**config.mk**
```make
export PLATFORM = sky130hd
export DESIGN_NAME = dsa_addr_unit
export DESIGN_NICKNAME = d
export VERILOG_FILES = /design/src/hw/rtl/dsa_pkg.sv /design/src/hw/rtl/dsa_addr_unit.sv
export SDC_FILE = /design/constraint.sdc
export NUM_CORES = 1
export LEC_CHECK = 0
export BUFFER_PORTS_ARGS = -buffer_cell sky130_fd_sc_hd__buf_2
export CAP_MARGIN = 15
export CORE_MARGIN = 2
export CORE_UTILIZATION = 47
export DETAILED_ROUTE_END_ITERATION = 12
export PLACE_DENSITY_LB_ADDON = 0.12
export REMOVE_ABC_BUFFERS = 1
export SLEW_MARGIN = 25
export SYNTH_ARGS = -nofsm -noshare
export SYNTH_HDL_FRONTEND = slang
export SYNTH_SLANG_ARGS = --single-unit
```
**constraint.sdc**
```tcl
create_clock -name clock -period 7.7 [get_ports clock]
set_input_delay 2.31 -clock clock [delete_from_list [all_inputs] [get_ports clock]]
set_output_delay 2.31 -clock clock [all_outputs]
set_load 0.05 [all_outputs]
```
**src/hw/rtl/dsa_pkg.sv**
```systemverilog
// shared types, widths and codes of the descriptor slot allocator
package dsa_pkg;

   localparam int CAPACITY_DEF = 1024;

   localparam int INDEX_W   = 10;
   localparam int COUNT_W   = 11;
   localparam int LIMIT_W   = 11;
   localparam int BASE_W    = 48;
   localparam int STRIDE_W  = 13;
   localparam int ADDR_W    = 64;
   localparam int CSR_IDX_W = 2;
   localparam int CSR_DAT_W = 48;
   // wide enough for any count or limit compare up to twice the largest capacity
   localparam int CMP_W     = 18;

   localparam logic [LIMIT_W-1:0]  LIMIT_RST  = 11'd1024;
   localparam logic [BASE_W-1:0]   BASE_RST   = 48'd0;
   localparam logic [STRIDE_W-1:0] STRIDE_RST = 13'd32;

   typedef enum logic [1:0] {
      ST_OK               = 2'd0,
      ST_OUT_OF_SLOTS     = 2'd1,
      ST_FREE_NONE_ACTIVE = 2'd2
   } status_type;

   typedef enum logic [CSR_IDX_W-1:0] {
      CSR_SLOT_LIMIT   = 2'd0,
      CSR_BASE_ADDRESS = 2'd1,
      CSR_SLOT_STRIDE  = 2'd2
   } csr_reg_type;

   typedef enum logic [0:0] {
      FUNC_ALLOC = 1'b0,
      FUNC_FREE  = 1'b1
   } func_type;

   // commands from the control into the free list
   typedef struct packed {
      logic               push;
      logic               pop;
      logic [INDEX_W-1:0] wdata;
   } fl_cmd_type;

   // free list status seen by the control
   typedef struct packed {
      logic               empty;
      logic               full;
      logic [INDEX_W-1:0] rdata;
   } fl_stat_type;

endpackage

```
**src/hw/rtl/dsa_addr_unit.sv**
```systemverilog
// address multiply-add and response output register
module dsa_addr_unit (
   input  logic                           clock,
   input  logic                           reset,
   input  logic                           load,
   input  logic                           granted,
   input  logic [dsa_pkg::INDEX_W-1:0]    idx,
   input  dsa_pkg::status_type            status,
   input  logic [dsa_pkg::COUNT_W-1:0]    count,
   input  logic [dsa_pkg::BASE_W-1:0]     base,
   input  logic [dsa_pkg::STRIDE_W-1:0]   stride,
   output logic                           rsp_valid,
   input  logic                           rsp_stall,
   output logic [dsa_pkg::INDEX_W-1:0]    rsp_slot_index,
   output logic [dsa_pkg::ADDR_W-1:0]     rsp_slot_address,
   output logic [1:0]                     rsp_status,
   output logic [dsa_pkg::COUNT_W-1:0]    rsp_active_count
);

   localparam int PROD_W = dsa_pkg::INDEX_W + dsa_pkg::STRIDE_W;

   logic                          valid_ff;
   logic [dsa_pkg::INDEX_W-1:0]   index_ff;
   logic [dsa_pkg::ADDR_W-1:0]    addr_ff, addr_in;
   dsa_pkg::status_type           status_ff;
   logic [dsa_pkg::COUNT_W-1:0]   count_ff;
   logic [PROD_W-1:0]             prod;

   // base plus index times stride, zero when nothing was granted
   always_comb begin
      prod    = PROD_W'(idx) * PROD_W'(stride);
      addr_in = granted ? dsa_pkg::ADDR_W'(base) + dsa_pkg::ADDR_W'(prod) : '0;
   end

   // response valid holds until the transaction is taken
   always_ff @(posedge clock) begin
      if (reset) begin
         valid_ff <= 1'b0;
      end else if (load) begin
         valid_ff <= 1'b1;
      end else if (!rsp_stall) begin
         valid_ff <= 1'b0;
      end
   end

   always_ff @(posedge clock) begin
      if (load) begin
         index_ff  <= granted ? idx : '0;
         addr_ff   <= addr_in;
         status_ff <= status;
         count_ff  <= count;
      end
   end

   assign rsp_valid        = valid_ff;
   assign rsp_slot_index   = index_ff;
   assign rsp_slot_address = addr_ff;
   assign rsp_status       = status_ff;
   assign rsp_active_count = count_ff;

endmodule

```
==> summary.txt, run 1 <==
Worst setup path
  • WP data required: approximately 7.9 ns
  • Worst setup SP type: input port
  • Crit path buffers/inverters: 6
  • Arr. time, crit path: between 7 and 8 ns
  • Setup crit start: idx[4]
  • Max incr delay on CP: ~0.54 ns
  • Most common cell on crit path: fa_1
  • Worst reg2reg path startpoint: rsp_valid
  • CP delay by family, top: adder cells
  • Slowest stage cell, crit path: fa_1
  • Critical path capture point type: flip-flop
  • CP Max Fanout: 13
  • Crit Path Class: input port to flip-flop
  • Crit-path cells: buf_2 -> nand2_1 -> fa_1 -> inv_1 -> fa_1 -> fa_1 -> fa_1 -> inv_1 -> fa_1 -> inv_1 -> ha_1 -> nand2_1 -> nor3_1 -> a211oi_1 -> buf_4 -> o221ai_2 -> a31oi_1 -> buf_4 -> or4b_1 -> a21oi_1

Floorplanning
  • Core Rows: 48
  • Die Area: approximately 0.019 mm^2
  • I/O Pins: roughly 180
  • Core area: between 0.015 and 0.02 mm^2
  • Die Span Y: around 140 um
  • Initial Util: between 40% and 50%
  • Die W: between 100 and 150 um

Yosys
  • Synth top area cells: fa_1, edfxtp_1, ha_1
  • Synth Register Bits: 73
  • Post-synth top cells: inv_1, fa_1, nand2_1, and2_1, edfxtp_1
  • Synthesized area per cell: 9.664 um^2
  • Post-Synthesis Cells: 870
  • Yosys top cell by area: fa_1
  • Syn Std Cell Area: 0.008408 mm^2
  • Synth async-reset ratio: 0%
  • Sequential share of the synthesized area: around 26%
  • Cell with the most instances after synthesis: inv_1
  • YS warnings: 0
  • Synth Flop Type: edfxtp_1
  • Synth top area share: 25.95%
  • Yosys cell types: between 50 and 60
  • Post-synth EDFFs: 72

Timing
  • Clk_skew: 0 ns
  • Setup Viol. Count Final: 0
  • Relative slew slack: between 30% and 40%
  • Fmax: 136.1 MHz
  • Worst-Margin Slew: 0.9562 ns
  • RSZ-0062 raised after global routing: no
  • Slew Limit Fails: 0
  • Tcrit/Tclk final: a little over nine tenths
  • Minimum clock period: approximately 7.3 ns
  • Final Hold Fails: 0
  • Post-route setup TNS: 0 ns

Clock tree
  • Clk pin slew, worst setup/hold paths: about 0.05 ns
  • Post-CTS Hold Buffers: 0
  • Post-CTS Resized: 0
  • CTS Sinks: between 70 and 80
  • CTS Buf Count: 9
  • Worst skew pair latency: approximately 0.32 ns
  • Postcts setup bufs: 0
  • Root buffer cell: clkbuf_16
  • Htree depth: 3
  • CTS max path bufs: 2
  • CTS tree: built

Route
  • Via count: approximately 6400
  • Drt pass-1 iters: 5
  • Drt via density: 5.002
  • Drt drc: 0
  • 1st-iter DRT viols: about 330
  • Final ANT Viol Nets: 0
  • Final wirelength: a little under 20 mm
  • Routed wire length per instance: between 15 and 20 um

Run
  • Max Cap Violations: 0

Worst hold path
  • Min-Delay Path Class: flip-flop to flip-flop
  • Worst hold start: rsp_valid

Finish
  • Design area: 0.009896 mm^2
  • Layout cells sized above 1: a little over a fifth
  • Inserted Diodes: 0
  • Non-Filler Instances: around 1300
  • Nets: approximately 1300
  • Utilization after layout: between 50% and 60%
  • Area growth syn-to-layout: 17.69%

Global route
  • Gr usage total: 21.61%
  • Largest net degree at the start of global routing: 74
  • Total grt overflow: 0
  • First-pass GRT wire length: about 32 mm
  • Vias in the first global route: approximately 6500
  • Initial antenna violation count: 0

Power
  • Worst vdd ir: about 0.35 mV
  • Tot Pwr: 4.153 mW
  • Leak pwr: around 4.9 nW
  • Power Density: between 400 and 500 mW/mm^2

Place
  • Area after DPL: roughly 0.0096 mm^2
  • Buffers on Ports: between 150 and 200
  • Post-DP HPWL: approximately 17 mm
  • Inst Count DP: 1264
  • GP Congestion: 0.8865

Status
  • Outcome: finished clean
[placed cells by master, fill, tap and decap left out, types with 6 or more instances in the layout]
master     netlist  final
inv_1          166    166
buf_2            3    161
fa_1           109    109
nand2_1         99     99
and2_1          76     76
edfxtp_1        72     72
ha_1            63     63
nor2_1          43     43
buf_4           15     41
a21oi_1         36     36
o21ai_0         27     27
conb_1           1     15
xnor2_1         11     11
xor2_1          10     10
nand4_1          9      9
or3_1            9      9
clkbuf_16        0      9
and3_1           8      8
nor3_1           8      8
a21o_1           8      8
nand3_1          6      6
[cells by family after synthesis]
family	synth area share (%)
AND/OR/NAND/NOR	16.64
other	0.04460
buffers and inverters	10.24
adder cells (fa/ha/maj)	35.33
multiplexers	0.4762
flip-flops	25.95
AO/OA/AOI/OAI	9.137
XOR/XNOR	2.187
[where the power goes]
part	switching (mW)	internal (mW)	total, mW
Sequential	0.0235	0.575	0.598
Combinational	1.85	1.30	3.16
Clock	0.150	0.247	0.397
Total	2.03	2.13	4.15
[through the flow]
stage               setup slack (ns)  hold WS [ns]
global placement             0.03382        0.4677
CTS                           0.3501        0.4969
global route                 0.07380        0.5780
finish                        0.3541        0.4876
floorplan                     0.3833        0.7288
detailed placement           0.01792        0.4842
[area by class of cell]
type	count	area (um^2)
clock buffer	11	232.7
clock inverter	4	45.04
fill	1602	7521
inverter	166	623.1
multi-input combinational	598	5418
sequential	73	2182
tap	225	281.5
timing repair buffer	202	1114
[flip-flops by register name, summed over array words and instances (netlist names)]
register / flops
rsp_active_count: 11
rsp_slot_address: 49
rsp_slot_index: 10
rsp_status: 2
rsp_valid: 1
[tightest hold or removal path, stage by stage, from the launching register on]
cell and delay (ns):
dfxtp_1 0.32, a21oi_1 0.06, nor2_1 0.07
[metal layers]
layer	GRT usage, %	routed length (um)	vias up
met5	0	0	-
met4	4.195	204	0
met3	2.649	1244	16
met2	36.76	9519	185
met1	29.97	8884	3095
li1	-	-	3101
[path summary, 6_finish.rpt]
path                     endpoint  slack (ns)  depth (start not counted)
max          rsp_slot_address[37]        0.35                         20
min                     rsp_valid        0.49                          2
max reg2reg             rsp_valid        7.12                          2
min reg2reg             rsp_valid        0.49                          2
Power figures use the tool's default switching activity.
==> run 2: changes to the inputs <==
--- a/config.mk
+++ b/config.mk
@@ -8,9 +8,9 @@
 export BUFFER_PORTS_ARGS = -buffer_cell sky130_fd_sc_hd__buf_2
 export CAP_MARGIN = 15
 export CORE_MARGIN = 2
-export CORE_UTILIZATION = 47
+export CORE_UTILIZATION = 51
 export DETAILED_ROUTE_END_ITERATION = 12
-export PLACE_DENSITY_LB_ADDON = 0.12
+export PLACE_DENSITY_LB_ADDON = 0.15
 export REMOVE_ABC_BUFFERS = 1
 export SLEW_MARGIN = 25
 export SYNTH_ARGS = -nofsm -noshare
==> summary.txt, run 2 (synthesis results as in run 1) <==
Global route
  • Largest net degree at the start of global routing: 74 (unchanged)
  • Gr usage total: 23.00% (+1.4 points)
  • Vias in the first global route: 6586 (+1.9%)
  • First-pass GRT wire length: 32.43 mm (+1.7%)
  • Initial antenna violation count: 0 (unchanged)
  • Total grt overflow: 0 (unchanged)

Clock tree
  • Postcts setup bufs: 0 (unchanged)
  • CTS Sinks: 73 (unchanged)
  • CTS max path bufs: 2 (unchanged)
  • Post-CTS Hold Buffers: 0 (unchanged)
  • Worst skew pair latency: 0.33 ns (about the same)
  • Htree depth: 3 (unchanged)
  • CTS Buf Count: 9 (unchanged)
  • Clk pin slew, worst setup/hold paths: 0.06 ns (about the same)
  • Root buffer cell: clkbuf_16
  • Post-CTS Resized: 0 (unchanged)
  • CTS tree: built

Route
  • 1st-iter DRT viols: 350 (+7.7%)
  • Drt via density: 5.138 (+2.7%)
  • Final ANT Viol Nets: 0 (unchanged)
  • Via count: 6448 (+0.80%)
  • Final wirelength: 19.23 mm (-3.1%)
  • Drt drc: 0 (unchanged)
  • Drt pass-1 iters: 5 (unchanged)
  • Routed wire length per instance: 15.32 um (-1.3%)

Worst setup path
  • Crit path buffers/inverters: 6 (unchanged)
  • Arr. time, crit path: 7.53 ns (+0.02 ns)
  • Crit Path Class: input port to flip-flop
  • Max incr delay on CP: 0.55 ns (about the same)
  • Worst setup SP type: input port
  • Slowest stage cell, crit path: fa_1
  • CP Max Fanout: 13 (unchanged)
  • Critical path capture point type: flip-flop
  • CP delay by family, top: adder cells
  • Crit-path cells: buf_2 -> and2_1 -> fa_1 -> inv_1 -> fa_1 -> inv_1 -> fa_1 -> fa_1 -> inv_1 -> fa_1 -> inv_1 -> ha_1 -> nand2_1 -> nor3_1 -> a211oi_1 -> o221ai_2 -> a31oi_1 -> buf_4 -> or4b_1 -> a21oi_1
  • WP data required: 7.89 ns (+0.03 ns)
  • Most common cell on crit path: fa_1
  • Worst reg-to-reg setup slack: 7.13 ns (about the same)

Place
  • Post-DP HPWL: 15.62 mm (-5.4%)
  • Buffers on Ports: 161 (unchanged)
  • GP Congestion: 0.8869 (about the same)
  • Dpl ws: 0.03566 ns (+0.01773 ns)

Floorplanning
  • Core area: 0.01600 mm^2 (-8.1%)
  • Die Span Y: 132.4 um (-3.9%)
  • Initial Util: 52.55% (+4.3 points)
  • Die Area: 0.01753 mm^2 (-7.6%)
  • Core Rows: 46 (-4.2%)
  • I/O Pins: 177 (unchanged)
  • Die W: 132.4 um (-3.9%)

Finish
  • Commonest non-fill, non-tap cell in the layout: inv_1
  • Flip-flop and latch area: 0.002182 mm^2 (unchanged)
  • Area of the multi-input gates: 0.005418 mm^2 (unchanged)
  • Inserted Diodes: 0 (unchanged)
  • Utilization after layout: 61.34% (+4.5 points)
  • Area growth syn-to-layout: 16.73%
  • Max FFs per register: 49 (unchanged)
  • Commonest non-fill, non-tap cells in the layout: inv_1, buf_2, fa_1, nand2_1, and2_1
  • Nets: 1295 (-1.2%)
  • Fillers: 1412 (-12%)
  • Layout cells sized above 1: 21.17% (-0.74 points)

Power
  • Clk pwr share: 11.4% (+1.8 points)
  • Sw frac: 50.00% (+1.2 points)
  • Sequential power share: 14.7% (+0.3 points)
  • Worst vdd ir: 0.3536 mV (+2.0%)
  • Leak pwr: 4.850 nW (-0.93%)
  • Sw Pwr: 2.024 mW (-0.17%)
  • Internal: 2.023 mW (-4.8%)
  • Logic pwr share: 73.9% (-2.1 points)
  • Power Density: 412.3 mW/mm^2 (-1.7%)

Timing
  • Fmax: 136.3 MHz (+0.15%)
  • Final setup margin: 0.3652 ns (+0.01104 ns)
  • Tcrit/Tclk final: 95.26% (-0.14 points)
  • Setup Viol. Count Final: 0 (unchanged)
  • Relative slew slack: 38.78% (+2.5 points)
  • Worst-Margin Slew: 0.9182 ns (-0.03792 ns)
  • RSZ-0062 raised after global routing: no
  • Final Hold Fails: 0 (unchanged)
  • Clk_skew: 0 ns (unchanged)
  • Post-route setup TNS: 0 ns (unchanged)
  • Slew Limit Fails: 0 (unchanged)
  • Minimum clock period: 7.335 ns (-0.01104 ns)

Run
  • Max Cap Violations: 0 (unchanged)

Status
  • Outcome: finished clean

Worst hold path
  • Min-Delay Path Class: flip-flop to flip-flop
[run 2: cell count changes in the layout (fill, tap and decap cells not counted), sizes merged]
cell | previous run | this run
clkbuf | 11 | 9
buf | 202 | 186
bufinv | 1 | 2
inv | 166 | 168
clkinvlp | 1 | 0
clkinv | 2 | 3
[run 2: through the flow]
stage,total power [mW],hold WS [ns],area [um^2],std cells
finish,4.047,0.4786,9814,1255
global route,4.465,0.5243,9814,1255
CTS,4.070,0.4826,9814,1255
detailed placement,3.589,0.4699,9487,1239
global placement,3.556,0.4737,9487,1239
floorplan,2.834,0.7288,8223,837
[run 2: power groups by stage]
stage	Combinational, mW	Sequential, mW	Clock (mW)
after global placement	2.95	0.602	0
after global routing	3.38	0.602	0.483
after CTS	3.01	0.595	0.466
final	2.99	0.594	0.461
after floorplan	1.96	0.870	0
after detailed placement	2.99	0.603	0
[run 2: layout make-up]
class / count / area share, %
clock buffer: 9 / 2.295
tap: 216 / 2.754
multi-input combinational: 598 / 55.20
inverter: 166 / 6.349
clock inverter: 7 / 1.045
sequential: 73 / 22.23
timing repair buffer: 186 / 10.12
[run 2: path summary, 6_finish.rpt]
check / start / to / depth (start not counted)
worst min-delay path: rsp_valid / rsp_valid / 2
worst min register to register: rsp_valid / rsp_valid / 2
worst max register to register: rsp_valid / rsp_valid / 2
worst max-delay path: idx[6] / rsp_slot_address[37] / 20
[run 2: worst min-delay path: cells and delay by family, from the launching register on]
| kind | cells | cell delay [ns] |
|---|---|---|
| AO/OA/AOI/OAI | 1 | 0.06 |
| flip-flops | 1 | 0.32 |
| AND/OR/NAND/NOR | 1 | 0.07 |
[run 2: layer usage]
| metal | wire length, um | vias to the layer above | GRT usage, % |
|---|---|---|---|
| li1 | - | 3070 | - |
| met1 | 8543 | 3144 | 31.29 |
| met2 | 9282 | 214 | 39.18 |
| met3 | 1149 | 20 | 3.153 |
| met4 | 253 | 0 | 5.615 |
| met5 | 0 | - | 0 |
==> run 3: changes to the inputs <==
--- a/config.mk
+++ b/config.mk
@@ -11,6 +11,7 @@
 export CORE_UTILIZATION = 51
 export DETAILED_ROUTE_END_ITERATION = 12
 export PLACE_DENSITY_LB_ADDON = 0.15
+export RECOVER_POWER = 50
 export REMOVE_ABC_BUFFERS = 1
 export SLEW_MARGIN = 25
 export SYNTH_ARGS = -nofsm -noshare
==> summary.txt, run 3 (synthesis results as in run 1) <==
Clock tree
  • Postcts setup bufs: 0 (unchanged)
  • Post-CTS Resized: 0 (unchanged)
  • CTS max path bufs: 2 (unchanged)
  • Post-CTS Hold Buffers: 0 (unchanged)
  • Htree depth: 3 (unchanged)
  • Root buffer cell: clkbuf_16
  • CTS tree: built
  • Worst skew pair latency: 0.33 ns (about the same)
  • CTS Sinks: 73 (unchanged)
  • CTS Buf Count: 9 (unchanged)
  • Clk pin slew, worst setup/hold paths: 0.06 ns (about the same)

Floorplanning
  • I/O Pins: 177 (unchanged)
  • Initial Util: 52.55% (unchanged)
  • Die Area: 0.01753 mm^2 (unchanged)
  • Die W: 132.4 um (unchanged)
  • Core area: 0.01600 mm^2 (unchanged)
  • Die Span Y: 132.4 um (unchanged)
  • Core Rows: 46 (unchanged)

Worst setup path
  • CP Max Fanout: 13 (unchanged)
  • Arr. time, crit path: 7.53 ns (about the same)
  • Crit-path cells: buf_2 -> and2_1 -> fa_1 -> inv_1 -> fa_1 -> inv_1 -> fa_1 -> fa_1 -> inv_1 -> fa_1 -> inv_1 -> ha_1 -> nand2_1 -> nor3_1 -> a211oi_1 -> o221ai_2 -> a31oi_1 -> buf_4 -> or4b_1 -> a21oi_1
  • WP data required: 7.89 ns (about the same)
  • Crit Path Class: input port to flip-flop
  • Critical path capture point type: flip-flop
  • Slowest stage cell, crit path: fa_1
  • Worst setup SP type: input port
  • Setup crit start: idx[6]
  • Worst reg2reg path startpoint: rsp_valid
  • Most common cell on crit path: fa_1
  • Max incr delay on CP: 0.55 ns (about the same)

Run
  • Max Cap Violations: 1 (+1)

Worst hold path
  • Worst hold start: rsp_valid
  • Min-Delay Path Class: flip-flop to flip-flop

Place
  • Inst Count DP: 1239 (unchanged)
  • Dpl ws: 0.03566 ns (unchanged)
  • Post-DP HPWL: 15.62 mm (unchanged)
  • Area after DPL: 0.009487 mm^2 (unchanged)
  • GP Congestion: 0.8869 (unchanged)
  • Buffers on Ports: 161 (unchanged)

Finish
  • Utilization after layout: 61.11% (-0.23 points)
  • Inserted Diodes: 0 (unchanged)
  • Nets: 1295 (unchanged)
  • Area growth syn-to-layout: 16.29%
  • Design area: 0.009778 mm^2 (-0.37%)
  • Layout cells sized above 1: 18.58% (-2.6 points)
  • Commonest non-fill, non-tap cell in the layout: inv_1
  • Non-Filler Instances: 1255 (unchanged)
  • Commonest non-fill, non-tap cells in the layout: inv_1, buf_2, fa_1, nand2_1, edfxtp_1
  • Max FFs per register: 49 (unchanged)

Status
  • Outcome: finished with violations
  • Violated checks: capacitance limit, slew limit

Timing
  • Final Hold Fails: 0 (unchanged)
  • Tcrit/Tclk final: 95.28% (about the same)
  • Clk_skew: 0 ns (unchanged)
  • Slew Limit Fails: 74 (+74)
  • Hold Slack: 0.4785 ns (-0.0001270 ns)
  • Worst-Margin Slew: 3.852 ns (+2.933 ns)
  • Fmax: 136.3 MHz (about the same)
  • Setup Viol. Count Final: 0 (unchanged)
  • Minimum clock period: 7.337 ns (+0.002038 ns)
  • Post-route setup TNS: 0 ns (unchanged)
  • Relative slew slack: -156.8% (-200 points)
  • RSZ-0062 raised after global routing: no
  • Final setup margin: 0.3631 ns (-0.002038 ns)

Route
  • Drt pass-1 iters: 5 (unchanged)
  • Final wirelength: 19.23 mm (about the same)
  • Via count: 6435 (-0.20%)
  • 1st-iter DRT viols: 362 (+3.4%)
  • Drt drc: 0 (unchanged)
  • Drt via density: 5.127 (-0.20%)
  • Routed wire length per instance: 15.32 um (about the same)
  • Final ANT Viol Nets: 0 (unchanged)

Global route
  • Largest net degree at the start of global routing: 74 (unchanged)
  • Total grt overflow: 0 (unchanged)
  • Initial antenna violation count: 0 (unchanged)
  • First-pass GRT wire length: 32.43 mm (unchanged)
  • Vias in the first global route: 6586 (unchanged)
  • Gr usage total: 23.00% (unchanged)

Power
  • Power Density: 413.6 mW/mm^2 (+0.32%)
  • Leak pwr: 4.768 nW (-1.7%)
  • Tot Pwr: 4.045 mW (about the same)
  • Worst vdd ir: 0.3552 mV (+0.45%)
## run 3: layout make-up
cell class | count | area, um^2
fill | 1427 | 6222
multi-input combinational | 598 | 5418
sequential | 73 | 2182
timing repair buffer | 186 | 957.2
inverter | 166 | 623.1
tap | 216 | 270.3
clock buffer | 9 | 225.2
clock inverter | 7 | 102.6
## run 3: routing by layer
layer | global-route usage [%] | share of wire, % | routed length, um | up-vias
met5 | 0 | 0 | 0 | -
met4 | 5.615 | 1.4 | 265 | 0
met3 | 3.153 | 6.6 | 1267 | 22
met2 | 39.18 | 48 | 9254 | 219
met1 | 31.29 | 44 | 8444 | 3124
li1 | - | - | - | 3070
## run 3: worst paths after layout
| check | end | slack, ns | cells after the start |
|---|---|---|---|
| min | rsp_valid | 0.48 | 2 |
| min reg2reg | rsp_valid | 0.48 | 2 |
| max | rsp_slot_address[37] | 0.36 | 20 |
| max reg2reg | rsp_valid | 7.06 | 2 |
## run 3: power breakdown
| part | internal, mW | total [mW] | switching [mW] |
|---|---|---|---|
| clock | 0.288 | 0.461 | 0.174 |
| combinational | 1.16 | 2.99 | 1.83 |
| sequential | 0.576 | 0.597 | 0.0206 |
| total | 2.02 | 4.04 | 2.03 |
## run 3: worst max-delay path: cells and delay by family
family	cells	cell delay [ns]
fa+ha+maj	6	2.91
simple gates	4	1.03
compound gates	4	0.69
buf+inv	6	0.58
